==> config.mk <==
export PLATFORM = sky130hd
export DESIGN_NAME = sd_card_spi_host_sequencer_unit_flat
export DESIGN_NICKNAME = d
export VERILOG_FILES = /design/src/rtl/core/sdspi_pkg.sv /design/src/rtl/core/sdspi_req_if.sv /design/src/rtl/core/sd_card_spi_host_sequencer_unit.sv /design/src/flat_wrapper.sv
export SDC_FILE = /design/constraint.sdc
export NUM_CORES = 1
export LEC_CHECK = 0
export BUFFER_PORTS_ARGS = -buffer_cell sky130_fd_sc_hd__buf_4
export CORE_MARGIN = 2
export CORE_UTILIZATION = 45
export CTS_CLUSTER_DIAMETER = 50
export CTS_CLUSTER_SIZE = 20
export DETAILED_ROUTE_END_ITERATION = 12
export GPL_TIMING_DRIVEN = 0
export HOLD_SLACK_MARGIN = 0.05
export SLEW_MARGIN = 0
export SYNTH_ARGS = -nofsm -noshare
export SYNTH_HDL_FRONTEND = slang
export SYNTH_SLANG_ARGS = --single-unit
==> constraint.sdc <==
create_clock -name i_clk -period 6.7 [get_ports i_clk]
set_input_delay 0 -clock i_clk [delete_from_list [all_inputs] [get_ports i_clk]]
set_output_delay 0 -clock i_clk [all_outputs]
set_load 0.1 [all_outputs]
==> src/rtl/core/sdspi_pkg.sv <==
// Package with shared types and constants for the SD card SPI host sequencer.
`default_nettype none
package sdspi_pkg;

    localparam int BLOCK_BYTES   = 512;
    localparam int R1_POLL_LIMIT = 10;
    localparam int WAKE_BYTES    = 10;

    // Configuration register indexes.
    localparam logic [1:0] CFG_INIT_TRY   = 2'd0;
    localparam logic [1:0] CFG_READY_WAIT = 2'd1;
    localparam logic [1:0] CFG_TOKEN_WAIT = 2'd2;
    localparam logic [1:0] CFG_BUSY_WAIT  = 2'd3;

    // Operation codes.
    localparam logic [1:0] OP_INIT  = 2'd0;
    localparam logic [1:0] OP_READ  = 2'd1;
    localparam logic [1:0] OP_WRITE = 2'd2;

    // Status codes.
    localparam logic [2:0] ST_OK         = 3'd0;
    localparam logic [2:0] ST_NOT_READY  = 3'd1;
    localparam logic [2:0] ST_NO_IDLE    = 3'd2;
    localparam logic [2:0] ST_INIT_TMO   = 3'd3;
    localparam logic [2:0] ST_REJECTED   = 3'd4;
    localparam logic [2:0] ST_TOKEN_TMO  = 3'd5;
    localparam logic [2:0] ST_WR_REJECT  = 3'd6;
    localparam logic [2:0] ST_BUSY_TMO   = 3'd7;

    // Card commands.
    localparam logic [7:0] CMD_GO_IDLE  = 8'd0;
    localparam logic [7:0] CMD_IF_COND  = 8'd8;
    localparam logic [7:0] CMD_SET_LEN  = 8'd16;
    localparam logic [7:0] CMD_RD_SINGLE = 8'd17;
    localparam logic [7:0] CMD_WR_SINGLE = 8'd24;
    localparam logic [7:0] CMD_SD_OP    = 8'd41;
    localparam logic [7:0] CMD_APP      = 8'd55;
    localparam logic [7:0] CMD_READ_OCR = 8'd58;

    typedef struct packed {
        logic       kind;
        logic [1:0] op;
        logic [31:0] lba;
        logic [7:0] miso_byte;
        logic [7:0] write_byte;
    } t_req;

    typedef struct packed {
        logic [7:0] mosi_byte;
        logic       chip_select_high;
        logic       exchange_request;
        logic [7:0] read_byte;
        logic       read_valid;
        logic       write_taken;
        logic       done_res;
        logic [2:0] status;
        logic       high_capacity;
    } t_res;

endpackage
`default_nettype wire

==> src/rtl/core/sdspi_req_if.sv <==
// Valid/ready channel interfaces for requests and results.
`default_nettype none
interface sdspi_req_if;
    import sdspi_pkg::*;
    logic valid;
    logic ready;
    t_req data;
    modport source (output valid, output data, input ready);
    modport sink (input valid, input data, output ready);
endinterface

interface sdspi_res_if;
    import sdspi_pkg::*;
    logic valid;
    logic ready;
    t_res data;
    modport source (output valid, output data, input ready);
    modport sink (input valid, input data, output ready);
endinterface
`default_nettype wire

==> src/rtl/core/sd_card_spi_host_sequencer_unit.sv <==
// SD card SPI-mode host sequencer: top level.
//
// Each input transfer is either an operation request (kind 0: init, read
// block or write block) or the report of one finished SPI byte exchange
// (kind 1, carrying the received byte and the next byte to write).
// For every accepted input transfer the block produces exactly one result
// transfer: the next byte to send with the chip-select level, or done with
// a status, plus read data and a write-byte-consumed flag.
// The input is registered, then combinational sequencing feeds the result
// register; a result passes through both registers before it can be taken.
// One item is accepted per cycle unless both registers are occupied; the
// sequencer state updates in the same pass as the result register.
// Configuration is written through a plain write port; the user must write
// it only while idle, as the block itself does not enforce this.
// Reset (i_rst_n low, synchronous) returns to idle, deselects the card and
// restores the limit registers to their defaults.
// When the result receiver stalls, the result register holds and the input
// register fills; input ready drops only when both are occupied.
`default_nettype none
module sd_card_spi_host_sequencer_unit
    import sdspi_pkg::*;
(
    input  wire logic        i_clk,
    input  wire logic        i_rst_n,
    input  wire logic        i_cfg_we,
    input  wire logic [1:0]  i_cfg_index,
    input  wire logic [19:0] i_cfg_data,
    sdspi_req_if.sink        i_req,
    sdspi_res_if.source      o_res
);

    localparam logic [4:0] PH_IDLE = 5'd0, PH_WAKE = 5'd1, PH_DESEL = 5'd2,
        PH_READY = 5'd3, PH_FRAME = 5'd4, PH_R1 = 5'd5, PH_R7 = 5'd6,
        PH_OCR = 5'd7, PH_TOKEN = 5'd8, PH_RDATA = 5'd9, PH_RCRC = 5'd10,
        PH_WTOKEN = 5'd11, PH_WDATA = 5'd12, PH_WCRC = 5'd13,
        PH_WRESP = 5'd14, PH_BUSY = 5'd15, PH_FINAL = 5'd16;

    // Limit registers.
    logic [14:0] r_try_lim;
    logic [15:0] r_rdy_lim;
    logic [17:0] r_tok_lim;
    logic [19:0] r_busy_lim;

    always_ff @(posedge i_clk) begin
        if (!i_rst_n) begin
            r_try_lim  <= 15'd20000;
            r_rdy_lim  <= 16'd50000;
            r_tok_lim  <= 18'd200000;
            r_busy_lim <= 20'd1000000;
        end else if (i_cfg_we) begin
            case (i_cfg_index)
                CFG_INIT_TRY:   r_try_lim  <= i_cfg_data[14:0];
                CFG_READY_WAIT: r_rdy_lim  <= i_cfg_data[15:0];
                CFG_TOKEN_WAIT: r_tok_lim  <= i_cfg_data[17:0];
                CFG_BUSY_WAIT:  r_busy_lim <= i_cfg_data;
                default: ;
            endcase
        end
    end

    // Input register and result register handshake.
    logic r_in_v, r_out_v;
    t_req r_in;
    t_res r_out;
    logic step;

    assign step = r_in_v && (!r_out_v || o_res.ready);
    assign i_req.ready = !r_in_v || step;
    assign o_res.valid = r_out_v;
    assign o_res.data = r_out;

    // Sequencer state.
    logic [4:0]  r_phase, n_phase;
    logic [7:0]  r_cmd, n_cmd;
    logic [31:0] r_arg, n_arg;
    logic [2:0]  r_fidx, n_fidx;
    logic [19:0] r_poll, n_poll;
    logic [14:0] r_try, n_try;
    logic [9:0]  r_bidx, n_bidx;
    logic [7:0]  r_rb0, n_rb0, r_rb2, n_rb2, r_rb3, n_rb3;
    logic        r_v2, n_v2, r_blk, n_blk, r_crdy, n_crdy, r_cs, n_cs;
    logic [2:0]  r_fst, n_fst;
    logic [7:0]  r_r1, n_r1;
    t_res        res;

    logic [7:0]  fb;
    logic [2:0]  fi_next;
    logic [14:0] try_inc;
    logic [19:0] poll_inc;
    logic [9:0]  bidx_inc;
    logic [7:0]  m;

    // Frame byte for a given index of the pending command.
    function automatic logic [7:0] frame_byte(input logic [2:0] i, input logic [7:0] c,
                                              input logic [31:0] a);
        logic [7:0] b;
        case (i)
            3'd0: b = {2'b01, c[5:0]};
            3'd1: b = a[31:24];
            3'd2: b = a[23:16];
            3'd3: b = a[15:8];
            3'd4: b = a[7:0];
            default: b = (c == CMD_GO_IDLE) ? 8'h95 :
                         (c == CMD_IF_COND) ? 8'h87 : 8'h01;
        endcase
        return b;
    endfunction

    assign m = r_in.miso_byte;
    assign fi_next = r_fidx + 3'd1;
    assign try_inc = r_try + 15'd1;
    assign poll_inc = r_poll + 20'd1;
    assign bidx_inc = r_bidx + 10'd1;
    assign fb = frame_byte(fi_next, r_cmd, r_arg);

    always_comb begin
        n_phase = r_phase; n_cmd = r_cmd; n_arg = r_arg; n_fidx = r_fidx;
        n_poll = r_poll; n_try = r_try; n_bidx = r_bidx; n_rb0 = r_rb0;
        n_rb2 = r_rb2; n_rb3 = r_rb3; n_v2 = r_v2; n_blk = r_blk;
        n_crdy = r_crdy; n_cs = r_cs; n_fst = r_fst; n_r1 = r_r1;
        res = '0;
        res.mosi_byte = 8'hFF;
        res.chip_select_high = r_cs;

        // Common actions coded inline: emit, finish, start_command.
        if (!r_in.kind) begin
            if (r_phase == PH_IDLE) begin
                if (r_in.op == OP_INIT) begin
                    n_crdy = 1'b0; n_v2 = 1'b0; n_phase = PH_WAKE; n_bidx = '0;
                    res.exchange_request = 1'b1; res.chip_select_high = 1'b1;
                    n_cs = 1'b1;
                end else if (r_in.op != OP_READ && r_in.op != OP_WRITE) begin
                    res.done_res = 1'b1; res.status = ST_REJECTED;
                    res.chip_select_high = 1'b1; n_cs = 1'b1;
                end else if (!r_crdy) begin
                    res.done_res = 1'b1; res.status = ST_NOT_READY;
                    res.chip_select_high = 1'b1; n_cs = 1'b1;
                end else begin
                    n_cmd = (r_in.op == OP_READ) ? CMD_RD_SINGLE : CMD_WR_SINGLE;
                    n_arg = r_blk ? r_in.lba : {r_in.lba[22:0], 9'd0};
                    n_phase = PH_DESEL;
                    res.exchange_request = 1'b1; res.chip_select_high = 1'b1;
                    n_cs = 1'b1;
                end
            end
        end else if (r_phase != PH_IDLE) begin
            // Default emit 0xFF with CS low; cases override.
            res.exchange_request = 1'b1;
            res.chip_select_high = 1'b0;
            n_cs = 1'b0;
            case (r_phase)
                PH_WAKE: begin
                    n_bidx = bidx_inc;
                    res.chip_select_high = 1'b1; n_cs = 1'b1;
                    if (bidx_inc >= 10'(WAKE_BYTES)) begin
                        n_cmd = CMD_GO_IDLE; n_arg = '0; n_phase = PH_DESEL;
                    end
                end
                PH_DESEL: begin
                    n_poll = '0;
                    if (r_rdy_lim == '0) begin
                        n_phase = PH_FRAME; n_fidx = '0;
                        res.mosi_byte = {2'b01, r_cmd[5:0]};
                    end else begin
                        n_phase = PH_READY;
                    end
                end
                PH_READY: begin
                    n_poll = poll_inc;
                    if (m == 8'hFF || poll_inc >= {4'd0, r_rdy_lim}) begin
                        n_phase = PH_FRAME; n_fidx = '0;
                        res.mosi_byte = {2'b01, r_cmd[5:0]};
                    end
                end
                PH_FRAME: begin
                    n_fidx = fi_next;
                    if (fi_next < 3'd6) begin
                        res.mosi_byte = fb;
                    end else begin
                        n_phase = PH_R1; n_poll = '0;
                    end
                end
                PH_R1: begin
                    n_poll = poll_inc;
                    if (!m[7] || poll_inc >= 20'(R1_POLL_LIMIT)) begin
                        n_r1 = m;
                        // Default for dispatch: start next command deselected.
                        res.chip_select_high = 1'b1; n_cs = 1'b1;
                        n_phase = PH_DESEL;
                        case (r_cmd)
                            CMD_GO_IDLE: begin
                                if (m != 8'h01) begin
                                    n_fst = ST_NO_IDLE; n_phase = PH_FINAL;
                                end else begin
                                    n_cmd = CMD_IF_COND; n_arg = 32'h1AA;
                                end
                            end
                            CMD_IF_COND: begin
                                if (m == 8'h01) begin
                                    n_phase = PH_R7; n_bidx = '0;
                                    res.chip_select_high = 1'b0; n_cs = 1'b0;
                                end else begin
                                    n_v2 = 1'b0; n_try = '0;
                                    if (r_try_lim == '0) begin
                                        n_fst = ST_INIT_TMO; n_phase = PH_FINAL;
                                    end else begin
                                        n_cmd = CMD_APP; n_arg = '0;
                                    end
                                end
                            end
                            CMD_APP: begin
                                n_cmd = CMD_SD_OP;
                                n_arg = r_v2 ? 32'h4000_0000 : 32'h0;
                            end
                            CMD_SD_OP: begin
                                if (m == 8'h00) begin
                                    if (r_v2) begin
                                        n_cmd = CMD_READ_OCR; n_arg = '0;
                                    end else begin
                                        n_blk = 1'b0; n_cmd = CMD_SET_LEN;
                                        n_arg = 32'(BLOCK_BYTES);
                                    end
                                end else begin
                                    n_try = try_inc;
                                    if (try_inc >= r_try_lim) begin
                                        n_fst = ST_INIT_TMO; n_phase = PH_FINAL;
                                    end else begin
                                        n_cmd = CMD_APP; n_arg = '0;
                                    end
                                end
                            end
                            CMD_READ_OCR: begin
                                n_phase = PH_OCR; n_bidx = '0;
                                res.chip_select_high = 1'b0; n_cs = 1'b0;
                            end
                            CMD_SET_LEN: begin
                                n_crdy = 1'b1; n_fst = ST_OK; n_phase = PH_FINAL;
                            end
                            CMD_RD_SINGLE: begin
                                if (m != 8'h00) begin
                                    n_fst = ST_REJECTED; n_phase = PH_FINAL;
                                end else if (r_tok_lim == '0) begin
                                    n_poll = '0;
                                    n_fst = ST_TOKEN_TMO; n_phase = PH_FINAL;
                                end else begin
                                    n_poll = '0; n_phase = PH_TOKEN;
                                    res.chip_select_high = 1'b0; n_cs = 1'b0;
                                end
                            end
                            CMD_WR_SINGLE: begin
                                if (m != 8'h00) begin
                                    n_fst = ST_REJECTED; n_phase = PH_FINAL;
                                end else begin
                                    n_phase = PH_WTOKEN; res.mosi_byte = 8'hFE;
                                    res.chip_select_high = 1'b0; n_cs = 1'b0;
                                end
                            end
                            default: begin
                                n_fst = ST_REJECTED; n_phase = PH_FINAL;
                            end
                        endcase
                    end
                end
                PH_R7, PH_OCR: begin
                    case (r_bidx[1:0])
                        2'd0: n_rb0 = m;
                        2'd2: n_rb2 = m;
                        2'd3: n_rb3 = m;
                        default: ;
                    endcase
                    n_bidx = bidx_inc;
                    if (bidx_inc >= 10'd4) begin
                        res.chip_select_high = 1'b1; n_cs = 1'b1;
                        if (r_phase == PH_R7) begin
                            n_v2 = (r_rb2 == 8'h01) && (m == 8'hAA);
                            n_try = '0;
                            if (r_try_lim == '0) begin
                                n_fst = ST_INIT_TMO; n_phase = PH_FINAL;
                            end else begin
                                n_cmd = CMD_APP; n_arg = '0; n_phase = PH_DESEL;
                            end
                        end else begin
                            if (r_r1 == 8'h00) n_blk = r_rb0[6];
                            n_crdy = 1'b1; n_fst = ST_OK; n_phase = PH_FINAL;
                        end
                    end
                end
                PH_TOKEN: begin
                    if (m == 8'hFE) begin
                        n_phase = PH_RDATA; n_bidx = '0;
                    end else begin
                        n_poll = poll_inc;
                        if (poll_inc >= {2'd0, r_tok_lim}) begin
                            n_fst = ST_TOKEN_TMO; n_phase = PH_FINAL;
                            res.chip_select_high = 1'b1; n_cs = 1'b1;
                        end
                    end
                end
                PH_RDATA: begin
                    res.read_byte = m; res.read_valid = 1'b1;
                    n_bidx = bidx_inc;
                    if (bidx_inc >= 10'(BLOCK_BYTES - 1) + 10'd1 || bidx_inc == '0) begin
                        n_phase = PH_RCRC; n_bidx = '0;
                    end
                end
                PH_RCRC: begin
                    n_bidx = bidx_inc;
                    if (bidx_inc >= 10'd2) begin
                        n_fst = ST_OK; n_phase = PH_FINAL;
                        res.chip_select_high = 1'b1; n_cs = 1'b1;
                    end
                end
                PH_WTOKEN: begin
                    n_phase = PH_WDATA; n_bidx = '0;
                    res.mosi_byte = r_in.write_byte; res.write_taken = 1'b1;
                end
                PH_WDATA: begin
                    n_bidx = bidx_inc;
                    if (bidx_inc >= 10'(BLOCK_BYTES)) begin
                        n_phase = PH_WCRC; n_bidx = '0;
                    end else begin
                        res.mosi_byte = r_in.write_byte; res.write_taken = 1'b1;
                    end
                end
                PH_WCRC: begin
                    n_bidx = bidx_inc;
                    if (bidx_inc >= 10'd2) n_phase = PH_WRESP;
                end
                PH_WRESP: begin
                    if (m[4:0] != 5'h05) begin
                        n_fst = ST_WR_REJECT; n_phase = PH_FINAL;
                        res.chip_select_high = 1'b1; n_cs = 1'b1;
                    end else begin
                        n_poll = '0; n_phase = PH_BUSY;
                        if (r_busy_lim == '0) begin
                            n_fst = ST_BUSY_TMO; n_phase = PH_FINAL;
                            res.chip_select_high = 1'b1; n_cs = 1'b1;
                        end
                    end
                end
                PH_BUSY: begin
                    if (m == 8'hFF) begin
                        n_fst = ST_OK; n_phase = PH_FINAL;
                        res.chip_select_high = 1'b1; n_cs = 1'b1;
                    end else begin
                        n_poll = poll_inc;
                        if (poll_inc >= r_busy_lim) begin
                            n_fst = ST_BUSY_TMO; n_phase = PH_FINAL;
                            res.chip_select_high = 1'b1; n_cs = 1'b1;
                        end
                    end
                end
                PH_FINAL: begin
                    res.exchange_request = 1'b0;
                    res.mosi_byte = 8'hFF;
                    res.done_res = 1'b1; res.status = r_fst;
                    res.chip_select_high = 1'b1; n_cs = 1'b1;
                    n_phase = PH_IDLE;
                end
                default: begin
                    res.exchange_request = 1'b0;
                    res.chip_select_high = r_cs; n_cs = r_cs;
                end
            endcase
        end
        res.high_capacity = n_blk;
    end

    // Control registers.
    always_ff @(posedge i_clk) begin
        if (!i_rst_n) begin
            r_in_v <= 1'b0; r_out_v <= 1'b0;
            r_phase <= PH_IDLE; r_cmd <= '0; r_arg <= '0; r_fidx <= '0;
            r_poll <= '0; r_try <= '0; r_bidx <= '0; r_rb0 <= '0; r_rb2 <= '0;
            r_rb3 <= '0; r_v2 <= 1'b0; r_blk <= 1'b0; r_crdy <= 1'b0;
            r_cs <= 1'b1; r_fst <= '0; r_r1 <= '0;
        end else begin
            if (i_req.ready) r_in_v <= i_req.valid;
            if (step) r_out_v <= 1'b1;
            else if (o_res.ready) r_out_v <= 1'b0;
            if (step) begin
                r_phase <= n_phase; r_cmd <= n_cmd; r_arg <= n_arg;
                r_fidx <= n_fidx; r_poll <= n_poll; r_try <= n_try;
                r_bidx <= n_bidx; r_rb0 <= n_rb0; r_rb2 <= n_rb2; r_rb3 <= n_rb3;
                r_v2 <= n_v2; r_blk <= n_blk; r_crdy <= n_crdy; r_cs <= n_cs;
                r_fst <= n_fst; r_r1 <= n_r1;
            end
        end
    end

    // Payload registers.
    always_ff @(posedge i_clk) begin
        if (i_req.ready && i_req.valid) r_in <= i_req.data;
        if (step) r_out <= res;
    end

`ifndef SYNTHESIS
    a_hold: assert property (@(posedge i_clk) disable iff (!i_rst_n)
        r_out_v && !o_res.ready |=> r_out_v && $stable(r_out))
        else $error("result changed while stalled");
    a_done_cs: assert property (@(posedge i_clk) disable iff (!i_rst_n)
        r_out_v && r_out.done_res |-> r_out.chip_select_high && !r_out.exchange_request)
        else $error("done with card selected");
    a_idle_after: assert property (@(posedge i_clk) disable iff (!i_rst_n)
        step && res.done_res |=> r_phase == PH_IDLE)
        else $error("done without returning to idle");
    a_one_flag: assert property (@(posedge i_clk) disable iff (!i_rst_n)
        r_out_v |-> !(r_out.read_valid && r_out.write_taken))
        else $error("read and write flags together");
`endif

endmodule
`default_nettype wire
==> src/flat_wrapper.sv <==
// flat-port wrapper written by rule: the top's interface ports become plain ports
module sd_card_spi_host_sequencer_unit_flat import sdspi_pkg::*;
  (i_clk, i_rst_n, i_cfg_we, i_cfg_index, i_cfg_data, i_req_valid, i_req_data, i_req_ready, o_res_valid, o_res_data, o_res_ready);
  sdspi_req_if i_req_i ();
  sdspi_res_if o_res_i ();
  input  wire logic i_clk;
  input  wire logic i_rst_n;
  input  wire logic i_cfg_we;
  input  wire logic [1:0] i_cfg_index;
  input  wire logic [19:0] i_cfg_data;
  input wire logic [$bits(i_req_i.valid)-1:0] i_req_valid;
  input wire logic [$bits(i_req_i.data)-1:0] i_req_data;
  output wire logic [$bits(i_req_i.ready)-1:0] i_req_ready;
  output wire logic [$bits(o_res_i.valid)-1:0] o_res_valid;
  output wire logic [$bits(o_res_i.data)-1:0] o_res_data;
  input wire logic [$bits(o_res_i.ready)-1:0] o_res_ready;
  assign i_req_i.valid = i_req_valid;
  assign i_req_i.data = i_req_data;
  assign i_req_ready = i_req_i.ready;
  assign o_res_valid = o_res_i.valid;
  assign o_res_data = o_res_i.data;
  assign o_res_i.ready = o_res_ready;
  sd_card_spi_host_sequencer_unit u_core (.i_clk(i_clk), .i_rst_n(i_rst_n), .i_cfg_we(i_cfg_we), .i_cfg_index(i_cfg_index), .i_cfg_data(i_cfg_data), .i_req(i_req_i), .o_res(o_res_i));
endmodule
==> results of run 1 <==
path summary, 6_finish.rpt:
path / cells past startpoint / endpoint / slack, ns / start
worst max register to register: 15 / u_core.r_arg[8] / 1.94 / u_core.r_try[0]
worst max-delay path: 15 / u_core.r_arg[8] / 1.94 / u_core.r_try[0]
worst min register to register: 2 / u_core.r_rb2[7] / 0.45 / u_core.r_rb2[7]
worst min-delay path: 4 / u_core.r_rdy_lim[0] / 0.07 / i_cfg_index[0]
synthesized netlist by cell type (8+ instances only):
library cell	n
a2111oi_0	8
a211oi_1	9
a21o_1	12
a21oi_1	141
a221oi_1	10
a222oi_1	8
a22oi_1	19
a31oi_1	15
a32o_1	8
and2_1	22
and3_1	22
and4_1	10
buf_2	9
clkbuf_1	87
dfxtp_1	188
edfxtp_1	76
ha_1	85
inv_1	97
mux2i_1	45
nand2_1	227
nand2b_1	15
nand3_1	59
nand4_1	25
nor2_1	129
nor2b_1	15
nor3_1	46
nor3b_1	12
nor4_1	26
o211ai_1	39
o21a_1	8
o21ai_0	82
o2bb2ai_1	22
or3_1	18
or4_1	13
xnor2_1	21
xor2_1	21
cell families (layout without fill, tap and decap cells):
kind of cell | count (synthesis) | count (layout) | share of synthesized area (%)
simple gates | 688 | 688 | 22.98
compound gates | 446 | 446 | 19.44
flops | 264 | 264 | 39.73
buf+inv | 208 | 451 | 5.418
fa+ha+maj | 85 | 85 | 6.988
mux | 46 | 46 | 3.034
xor+xnor | 42 | 42 | 2.417
worst min-delay path, cell delays in order:
cell and delay [ns]:
clkbuf_1 0.16, and3b_1 0.25, nand2_1 0.08, a21oi_1 0.05
power by group through the flow:
stage                     Combinational (W)  Sequential, W  Clock [W]
after CTS                          0.000302        0.00171    0.00196
after detailed placement           0.000265        0.00175          0
after global routing               0.000327        0.00172    0.00203
final                              0.000305        0.00171    0.00193
after floorplan                    0.000118        0.00178          0
after global placement             0.000261        0.00175          0
repair_timing:
action                                 CTS  global route
endpoints found under the hold margin  122             0
buffers inserted                         0             0
hold buffers                            77             0
layout make-up:
cell class	count	area, sq um
Multi-Input combinational cell	1307	8361
Buffer	110	456.7
Inverter	98	367.9
Clock inverter	18	220.2
Clock buffer	44	984.7
Fill cell	3054	14890
Sequential cell	264	6046
Timing Repair Buffer	181	1560
Tap cell	448	560.5
registers in the layout, summed over array words and instances, names as in the netlist, 8 cells and up:
| signal | flops |
|---|---|
| u_core.m | 8 |
| u_core.o_res.data | 25 |
| u_core.r_arg | 32 |
| u_core.r_bidx | 10 |
| u_core.r_busy_lim | 20 |
| u_core.r_cmd | 8 |
| u_core.r_in | 43 |
| u_core.r_poll | 20 |
| u_core.r_r1 | 8 |
| u_core.r_rb2 | 8 |
| u_core.r_rdy_lim | 16 |
| u_core.r_tok_lim | 18 |
| u_core.r_try | 15 |
| u_core.r_try_lim | 15 |
per-stage QoR:
step | hold slack, ns | std cells | setup WS (ns) | util [%] | total power [W]
2_1_floorplan | 0.09887 | 1779 | 3.078 | - | 0.001893
3_3_place_gp | 0.1778 | 2329 | 1.973 | 49.46 | 0.002009
3_5_place_dp | 0.1793 | 2331 | 2.011 | 49.56 | 0.002013
4_1_cts | 0.05532 | 2470 | 1.998 | 55.46 | 0.003977
5_1_grt | 0.1022 | 2470 | 1.603 | 55.48 | 0.004069
6_report | 0.07430 | 2470 | 1.942 | 55.48 | 0.003949
per-layer routing:
layer | up-vias | part of all wire [%] | GRT usage, % | wire length [microns]
met4 | 0 | 2.9 | 9.297 | 1530
li1 | 6955 | - | - | -
met5 | - | 0 | 0 | 0
met3 | 101 | 6.4 | 3.893 | 3348
met1 | 7033 | 44 | 39.66 | 22990
met2 | 534 | 47 | 47.82 | 24330
==> metrics.md, run 1 <==
| Metric | Value |
|---|---|
| Minimum clock period | `4.758 ns` |
| Gate power share | `7.7%` |
| Startpoint Class | `flip-flop` |
| Sequential area share after synthesis | `39.73%` |
| Post-synth EDFFs | `76` |
| First-pass GRT wire length | `80410 microns` |
| Post_cts resized | `0` |
| Row count | `67` |
| Register share of total power | `43.4%` |
| Ports | `105` |
| Worst-path clk slew | `0.07 ns` |
| Initial Util | `45.50%` |
| Vias per cell | `5.920` |
| Critical path buffers and inverters | `2` |
| Area grow syn2layout | `21.94%` |
| Fin. max-slew vios | `0` |
| Syn avg cell area | `8.554 sq um` |
| Min-delay worst type | `input port to flip-flop` |
| CP max stage delay | `0.76 ns` |
| Area of the core | `33450 sq um` |
| Top FF cell, synth | `dfxtp_1` |
| TritonCTS clock tree | `yes` |
| Clock Latency Late Sink | `0.52 ns` |
| Fin Setup TNS | `0 ns` |
| GRT overflow | `0` |
| Internal power | `0.002954 W` |
| Status | `finished clean` |
| Top cell type's share of synthesized area | `24.73%` |
| # port buffers | `102` |
| Die Width | `187.9 microns` |
| PwrDens | `212.8 nW/um^2` |
| Leading area contributor after synthesis | `dfxtp_1` |
| Overall routing resource usage | `29.08%` |
| Post-synthesis register bit count | `264` |
| RSZ-0062 raised after global routing | `no` |
| Layout cell share with drive strength beyond 1 | `10.44%` |
| Syn nets | `1942` |
| Cell area after layout | `18560 sq um` |
| Ys async rst share | `0%` |
| Tcrit/Tclk final | `71.01%` |
| 1st-iter DRT viols | `1318` |
| WL final | `52190 microns` |
| Crit path cell chain | `ha_1 -> nand3_1 -> nor3_1 -> and3_1 -> clkbuf_1 -> and3_1 -> xor2_1 -> ha_1 -> o2111ai_1 -> o31ai_1 -> nand2_1 -> a41oi_1 -> buf_2 -> a221oi_1 -> nor3_1` |
| DP Area | `16580 sq um` |
| Crit path max-delay family | `simple AND/OR/NAND/NOR gates` |
| Detail Placement HPWL | `38610 microns` |
| Synth warnings | `0` |
| Fin nets | `2160` |
| Most frequent cells in the layout | `227 x nand2_1, 188 x dfxtp_1, 141 x a21oi_1, 129 x nor2_1, 104 x buf_4` |
| Final setup vio count | `0` |
| Max Cap Viol | `0` |
| Setup Skew | `0.02919 ns` |
| Slew HR | `14.09%` |
| Total number of vias | `14620` |
| DRT Pass-1 Iters | `6` |
| DRC Markers | `0` |
| Initial antenna violation count | `0` |
| CP required | `7.13 ns` |
| # diodes | `0` |
| Clock power share | `48.9%` |
| Clock buffer count from CTS | `35` |
| RePlAce Congestion | `0.9580` |
| Routed wire per std cell | `21.13 microns` |
| Switching share of power | `25.19%` |
| Worst Path Arrival | `5.19 ns` |
| Worst-Margin Slew | `1.279 ns` |
| Final Hold Fails | `0` |
| LEAKAGE | `7.191 nW` |
| Worst path slowest cell | `o31ai_1` |
| Vias in the first global route | `13880` |
| Cells after Synth | `1779` |
| H-Tree Depth | `2` |
| Commonest non-fill, non-tap cell in the layout | `nand2_1` |
| Critical path endpoint category | `flip-flop` |
| Die Area | `35310 sq um` |
| Crit path kind | `flip-flop to flip-flop` |
| Largest net degree at the start of global routing | `43` |
| Yosys cell types | `89` |
| Net Sw Power | `0.0009950 W` |
| Post-DRT Antenna Nets | `0` |
| TritonCTS Sinks | `264` |
| Post-Syn Area | `15220 sq um` |
| Clock root buffer | `clkbuf_16` |
| Max Clk Rate | `210.2 MHz` |
| Crit path max fanout | `10` |
| Peak VDD IR | `0.2539 mV` |
| Max clock buf depth | `3` |
| Die H | `187.9 microns` |
| Area contributors post-synth | `dfxtp_1 25%, edfxtp_1 15%, ha_1 7.0%` |
Power figures use the tool's default switching activity.
==> run 2, diff against run 1 <==
==> constraint.sdc (replaced) <==
create_clock -name i_clk -period 3.91 [get_ports i_clk]
set_input_delay 0 -clock i_clk [delete_from_list [all_inputs] [get_ports i_clk]]
set_output_delay 0 -clock i_clk [all_outputs]
set_load 0.1 [all_outputs]
==> run 2 against run 1 <==
Sequential power rose by 72%. Via count up 0.90%. Final cell count is 0.53% higher. Setup slack worse by 1.9 ns. Sequential share of layout area down 0.80 points. Flip-flop and latch count did not move. Register-to-register slack worse by 1.9 ns.
==> metrics.md, run 2 (synthesis gave the netlist of run 1 again) <==
| Metric | Value |
|---|---|
| H-Tree Depth | `2 (unchanged)` |
| RePlAce Congestion | `0.9580 (unchanged)` |
| Crit path cell chain | `ha_1 -> clkbuf_2 -> and4_1 -> nand4_1 -> mux2i_1 -> nor3_1 -> a221oi_4 -> nand2_2 -> buf_6 -> buf_4 -> mux2i_1 -> nor2_1` |
| Most frequent cells in the layout | `227 x nand2_1, 177 x dfxtp_1, 140 x a21oi_1, 127 x buf_4, 125 x nor2_1` |
| TritonCTS Sinks | `264 (unchanged)` |
| Switching share of power | `25.37% (+0.18 points)` |
| Internal power | `0.005063 W (+71%)` |
| Most flop-heavy register | `u_core.r_in` |
| Vias in the first global route | `13990 (+0.84%)` |
| # diodes | `0 (unchanged)` |
| Overall routing resource usage | `29.31% (+0.22 points)` |
| PwrDens | `355.7 nW/um^2 (+67%)` |
| Worst Path Arrival | `4.26 ns (-0.93 ns)` |
| Clock buffer count from CTS | `35 (unchanged)` |
| Fillcell total | `3006 (-1.6%)` |
| Detail Placement HPWL | `38610 microns (unchanged)` |
| Initial Util | `45.50% (unchanged)` |
| Startpoint Class | `flip-flop` |
| Pre-CTS WS | `-0.7794 ns (-2.790 ns)` |
| Fin nets | `2173 (+0.60%)` |
| Largest net degree at the start of global routing | `43 (unchanged)` |
| Max FFs per register | `43 (unchanged)` |
| Net Sw Power | `0.001721 W (+73%)` |
| R2R Path End | `u_core.r_try[12]` |
| Ports | `105 (unchanged)` |
| Layout Cells excl Fill | `2483 (+0.53%)` |
| Hold path depth | `4 (unchanged)` |
| Commonest non-fill, non-tap cell in the layout | `nand2_1` |
| WL final | `52970 microns (+1.5%)` |
| Hold WS | `0.07491 ns (+0.0006072 ns)` |
| Multi-input logic area | `8720 sq um (+4.3%)` |
| Final setup margin | `0.03545 ns (-1.907 ns)` |
| Worst-path clk slew | `0.07 ns (about the same)` |
| R2R cell count | `12 (-3)` |
| Fin. max-slew vios | `0 (unchanged)` |
| Status | `finished clean` |
| Worst r2r src | `u_core.r_bidx[1]` |
| Final Hold Fails | `0 (unchanged)` |
| Final setup vio count | `0 (unchanged)` |
| Min-delay src | `i_cfg_index[0]` |
| LEAKAGE | `7.446 nW (+3.5%)` |
| Gate power share | `7.7% (about the same)` |
| Hold Path Sink | `u_core.r_rdy_lim[0]` |
| Most used cell, CP | `mux2i_1` |
| Worst path slowest cell | `nor3_1` |
| Sequential cell area | `6062 sq um (+0.27%)` |
| Initial antenna violation count | `0 (unchanged)` |
| Layout cell share with drive strength beyond 1 | `13.81% (+3.4 points)` |
| Post-DRT Antenna Nets | `0 (unchanged)` |
| Crit path kind | `flip-flop to flip-flop` |
| # port buffers | `102 (unchanged)` |
| First-pass GRT wire length | `81040 microns (+0.78%)` |
| Vias per cell | `5.942 (+0.37%)` |
| Clock power share | `49.0% (about the same)` |
| Critical path endpoint category | `flip-flop` |
| 1st-iter DRT viols | `1186 (-10%)` |
| Row count | `67 (unchanged)` |
| Area grow syn2layout | `25.34%` |
| Clock Latency Late Sink | `0.52 ns (about the same)` |
| DRT Pass-1 Iters | `6 (unchanged)` |
| Critical path buffers and inverters | `3 (+1)` |
| Post-placement cell count | `2331 (unchanged)` |
| Area of the core | `33450 sq um (unchanged)` |
| Tcrit/Tclk final | `99.09% (+28 points)` |
| TritonCTS clock tree | `yes` |
| Crit path max fanout | `10 (unchanged)` |
| Minimum clock period | `3.875 ns (-0.8833 ns)` |
| Final Power | `0.006784 W (+72%)` |
| Setup Skew | `0.02763 ns (-0.001559 ns)` |
| Max Clk Rate | `258.1 MHz (+23%)` |
| Max clock buf depth | `3 (unchanged)` |
| Die Area | `35310 sq um (unchanged)` |
| GRT overflow | `0 (unchanged)` |
| Worst-Margin Slew | `1.283 ns (+0.004227 ns)` |
| Slew HR | `13.81% (-0.28 points)` |
| Crit path max-delay family | `simple AND/OR/NAND/NOR gates` |
| CP required | `4.29 ns (-2.84 ns)` |
| Clock root buffer | `clkbuf_16` |
| Routed wire per std cell | `21.33 microns (+0.97%)` |
| Max Cap Viol | `0 (unchanged)` |
| Peak VDD IR | `0.4350 mV (+71%)` |
| Total number of vias | `14760 (+0.90%)` |
| Die Width | `187.9 microns (unchanged)` |
| Die H | `187.9 microns (unchanged)` |
| DRC Markers | `0 (unchanged)` |
| CP max stage delay | `1.01 ns (+0.25 ns)` |
| Register share of total power | `43.3% (about the same)` |
| Reg2reg setup slack | `0.04 ns (-1.91 ns)` |
| Layout Utilization | `57.03% (+1.5 points)` |
| Min-delay worst type | `input port to flip-flop` |
==> run 2: changes by cell type in the layout (fill, tap and decap cells not counted), moves of 5 or more <==
cell	change
nand3_1	-5
dfxtp_1	-11
dfxtp_2	+10
xnor2_1	-6
clkbuf_1	-10
buf_4	+23
==> run 2: how the worst max path moves through the flow <==
stage,end,depth (start not counted),start
after floorplan,u_core.r_cmd[5],17,u_core.r_try[0]
after global placement,u_core.o_res.data[16],14,u_core.r_poll[0]
after detailed placement,u_core.o_res.data[16],14,u_core.r_poll[0]
after CTS,u_core.r_phase[1],14,u_core.r_poll[2]
after global routing,u_core.r_try[11],11,u_core.r_poll[3]
final,u_core.r_try[12],12,u_core.r_bidx[1]
==> run 2: area by class of cell <==
cell class | instances | area share, %
inverters | 98 | 1.929
plain buffers | 102 | 2.316
repair buffers | 202 | 9.006
clock buffers | 44 | 5.162
well taps | 448 | 2.939
flip-flops and latches | 264 | 31.78
multi-input cells | 1307 | 45.71
clock inverters | 18 | 1.154
==> run 2: repair_timing <==
action	CTS	global route
setup buffers	8	13
hold buffers	77	0
endpoints found under the hold margin	122	0
cloned	0	0
pin swaps	7	12
gates resized for setup	36	47
setup endpoints to repair	81	81
==> run 2: worst register-to-register path, cell delays in order (launching register included) <==
cell      delay [ns]
dfxtp_1         0.46
ha_1            0.20
clkbuf_2        0.19
and4_1          0.31
nand4_1         0.19
mux2i_1         0.24
nor3_1          1.01
a221oi_4        0.30
nand2_2         0.22
buf_6           0.16
buf_4           0.19
mux2i_1         0.21
nor2_1          0.06
==> run 2: metal layers <==
layer  global-route usage, %  vias to the layer above  part of all wire, %
li1                        -                     6994                    -
met1                   39.99                     7136                   44
met2                   48.38                      521                   46
met3                   3.799                      104                  6.1
met4                   9.116                        0                  2.9
met5                       0                        -                    0
==> run 2: metrics by stage <==
step | instance area, sq um | TNS [ns]
finish | 19070 | 0
global route | 19070 | -0.1063
CTS | 18800 | 0
detailed placement | 16580 | -36.50
global placement | 16540 | -35.16
floorplan | 15220 | 0
==> run 2: power groups by stage <==
| stage | registers (W) | logic (W) | clock network [W] |
|---|---|---|---|
| 2_1_floorplan | 0.00304 | 0.000202 | 0 |
| 3_3_place_gp | 0.00300 | 0.000447 | 0 |
| 3_5_place_dp | 0.00300 | 0.000454 | 0 |
| 4_1_cts | 0.00293 | 0.000519 | 0.00336 |
| 5_1_grt | 0.00294 | 0.000563 | 0.00347 |
| 6_report | 0.00294 | 0.000525 | 0.00332 |
==> run 3, diff against run 2 <==
==> constraint.sdc (replaced) <==
create_clock -name i_clk -period 3.1 [get_ports i_clk]
set_input_delay 0 -clock i_clk [delete_from_list [all_inputs] [get_ports i_clk]]
set_output_delay 0 -clock i_clk [all_outputs]
set_load 0.1 [all_outputs]
==> run 3 against run 2 <==
The flow now finishes with violations (setup timing). Register-to-register slack worse by 0.53 ns. Sequential share of layout area is 2.5 points lower. First-iteration DRC count is 2.7% higher.
==> metrics.md, run 3 (synthesis gave the netlist of run 1 again) <==
| Metric | Value |
|---|---|
| DRT Pass-1 Iters | `5 (-1)` |
| Vias per cell | `5.895 (-0.79%)` |
| Startpoint Class | `flip-flop` |
| Min-delay worst type | `input port to flip-flop` |
| Failing checks | `setup timing` |
| Ports | `105 (unchanged)` |
| TritonCTS Sinks | `264 (unchanged)` |
| Min-delay src | `i_rst_n` |
| Clock power share | `49.7% (+0.7 points)` |
| DRC Markers | `0 (unchanged)` |
| Critical path endpoint category | `flip-flop` |
| Fin Setup TNS | `-16.83 ns (-16.83 ns)` |
| Total number of vias | `15300 (+3.7%)` |
| Crit path kind | `flip-flop to flip-flop` |
| Switching share of power | `26.57% (+1.2 points)` |
| Area grow syn2layout | `36.92%` |
| Vias in the first global route | `14850 (+6.1%)` |
| Initial Util | `45.50% (unchanged)` |
| Hold path depth | `3 (-1)` |
| GRT overflow | `0 (unchanged)` |
| Crit. Startpoint | `u_core.r_poll[0]` |
| Tcrit/Tclk final | `115.9% (+17 points)` |
| H-Tree Depth | `2 (unchanged)` |
| Max Clk Rate | `278.3 MHz (+7.8%)` |
| Routed wire per std cell | `21.18 microns (-0.71%)` |
| Final setup margin | `-0.4930 ns (-0.5284 ns)` |
| Slew HR | `5.840% (-8.0 points)` |
| # port buffers | `102 (unchanged)` |
| Final Hold Fails | `0 (unchanged)` |
| Clock Latency Late Sink | `0.54 ns (+0.02 ns)` |
| Max FFs per register | `43 (unchanged)` |
| Die Area | `35310 sq um (unchanged)` |
| Hold Path Sink | `u_core.r_blk` |
| CP required | `3.50 ns (-0.79 ns)` |
| Crit path max fanout | `5 (-5)` |
| Post-DRT Antenna Nets | `0 (unchanged)` |
| Worst-path clk slew | `0.07 ns (about the same)` |
| Largest net degree at the start of global routing | `52 (+21%)` |
| R2R cell count | `14 (+2)` |
| Detail Placement HPWL | `37900 microns (-1.8%)` |
| Die Width | `187.9 microns (unchanged)` |
| TritonCTS clock tree | `yes` |
| Fin. max-slew vios | `0 (unchanged)` |
| Fillcell total | `2831 (-5.8%)` |
| Row count | `67 (unchanged)` |
| Multi-input logic area | `9338 sq um (+7.1%)` |
| Final setup vio count | `61 (+61)` |
| Worst-Margin Slew | `1.402 ns (+0.1186 ns)` |
| PwrDens | `418.2 nW/um^2 (+18%)` |
| 1st-iter DRT viols | `1218 (+2.7%)` |
| Initial antenna violation count | `0 (unchanged)` |
| Net Sw Power | `0.002315 W (+34%)` |
| Commonest non-fill, non-tap cell in the layout | `nand2_1` |
| WL final | `54970 microns (+3.8%)` |
| Peak VDD IR | `0.4890 mV (+12%)` |
| Overall routing resource usage | `30.23% (+0.92 points)` |
| Area of the core | `33450 sq um (unchanged)` |
| Most frequent cells in the layout | `222 x nand2_1, 197 x buf_4, 171 x dfxtp_1, 133 x a21oi_1, 121 x nor2_1` |
| Setup Skew | `0.02092 ns (-0.006708 ns)` |
| Layout cell share with drive strength beyond 1 | `22.92% (+9.1 points)` |
| LEAKAGE | `8.247 nW (+11%)` |
| Register share of total power | `42.4% (-0.9 points)` |
| Clock buffer count from CTS | `36 (+2.9%)` |
| Clock root buffer | `clkbuf_16` |
| Reg2reg setup slack | `-0.49 ns (-0.53 ns)` |
| Max Cap Viol | `0 (unchanged)` |
| RSZ-0062 raised after global routing | `yes` |
| First-pass GRT wire length | `83410 microns (+2.9%)` |
| RePlAce Congestion | `0.9453 (-1.3%)` |
| Most flop-heavy register | `u_core.r_in` |
| Layout Utilization | `62.29% (+5.3 points)` |
| Internal power | `0.006398 W (+26%)` |
| Sequential cell area | `6097 sq um (+0.58%)` |
| Die H | `187.9 microns (unchanged)` |
| Worst Path Arrival | `3.99 ns (-0.27 ns)` |
| Gate power share | `7.9% (+0.2 points)` |
| R2R Path End | `u_core.r_fst[2]` |
| Worst r2r src | `u_core.r_poll[0]` |
| Fin nets | `2283 (+5.1%)` |
| Status | `finished, violations left` |
| Max clock buf depth | `3 (unchanged)` |
| # diodes | `0 (unchanged)` |
| Minimum clock period | `3.593 ns (-0.2816 ns)` |
-- run 3: changes by cell type in the layout (fill, tap and decap cells not counted), moves of 6 or more --
cell | before | now
nand3_2 | 1 | 8
a21oi_2 | 1 | 8
dfxtp_1 | 177 | 171
or4_4 | 1 | 7
or4_1 | 13 | 7
buf_4 | 127 | 197
nand3_1 | 54 | 43
buf_6 | 3 | 38
and3_4 | 0 | 6
clkbuf_1 | 79 | 70
dfxtp_4 | 1 | 12
a21oi_1 | 140 | 133
-- run 3: how the worst max path moves through the flow --
stage,end,slack [ns],cells past startpoint
global placement,u_core.r_cmd[4],-1.09,10
finish,u_core.r_fst[2],-0.49,14
CTS,u_core.o_res.data[16],-0.42,15
detailed placement,u_core.r_cmd[4],-1.06,10
global route,u_core.o_res.data[16],-0.59,17
floorplan,u_core.o_res.data[16],-0.03,13
-- run 3: power by group through the flow --
stage	registers (W)	clock network, W	logic (W)
finish	0.00370	0.00433	0.000686
floorplan	0.00384	0	0.000255
detailed placement	0.00378	0	0.000569
global placement	0.00377	0	0.000563
CTS	0.00369	0.00438	0.000666
global route	0.00370	0.00453	0.000733
-- run 3: through the flow --
stage	setup slack [ns]	area (sq um)	instances	power [W]	hold WS (ns)
after floorplan	-0.02665	15420	1779	0.004091	0.09887
after global placement	-1.089	16740	2329	0.004338	0.1779
after detailed placement	-1.058	16760	2330	0.004345	0.1793
after CTS	-0.4161	20140	2556	0.008746	0.1305
after global routing	-0.5867	20840	2595	0.008966	0.1775
final	-0.4930	20840	2595	0.008713	0.1298
-- run 3: layout make-up --
class / instances / share of cell area, %
Tap cell: 448 / 2.690
Buffer: 102 / 2.576
Clock inverter: 26 / 1.615
Clock buffer: 39 / 4.378
Multi-Input combinational cell: 1307 / 44.81
Sequential cell: 264 / 29.26
Timing Repair Buffer: 311 / 12.88
Inverter: 98 / 1.783
-- run 3: what timing repair did --
action / in CTS / in global routing
cloned: 3 / 2
hold endpoints to repair: 122 / 0
resized for setup: 151 / 96
pin swaps: 61 / 49
hold buffers: 81 / 0
setup buffers: 93 / 42
setup endpoints to repair: 123 / 111
-- run 3: worst max-delay path: stages (launching register included) --
cell and delay (ns):
dfxtp_4 0.39, buf_6 0.11, nand3_4 0.11, buf_6 0.15, nor4_4 0.33, nand4_1 0.27, xnor2_2 0.22, ha_1 0.33
and4_4 0.24, nand4_1 0.09, a211o_1 0.31, nand3b_1 0.18, nand4_1 0.26, o311ai_1 0.34, o31ai_1 0.13
-- run 3: routing by layer --
metal	global-route usage (%)	wire [microns]	vias up	share of wire, %
met5	0	0	-	0
met4	13.60	2475	0	4.5
met3	6.083	4432	165	8.1
met2	49.12	25390	629	46
met1	38.89	22670	7305	41
li1	-	-	7199	-
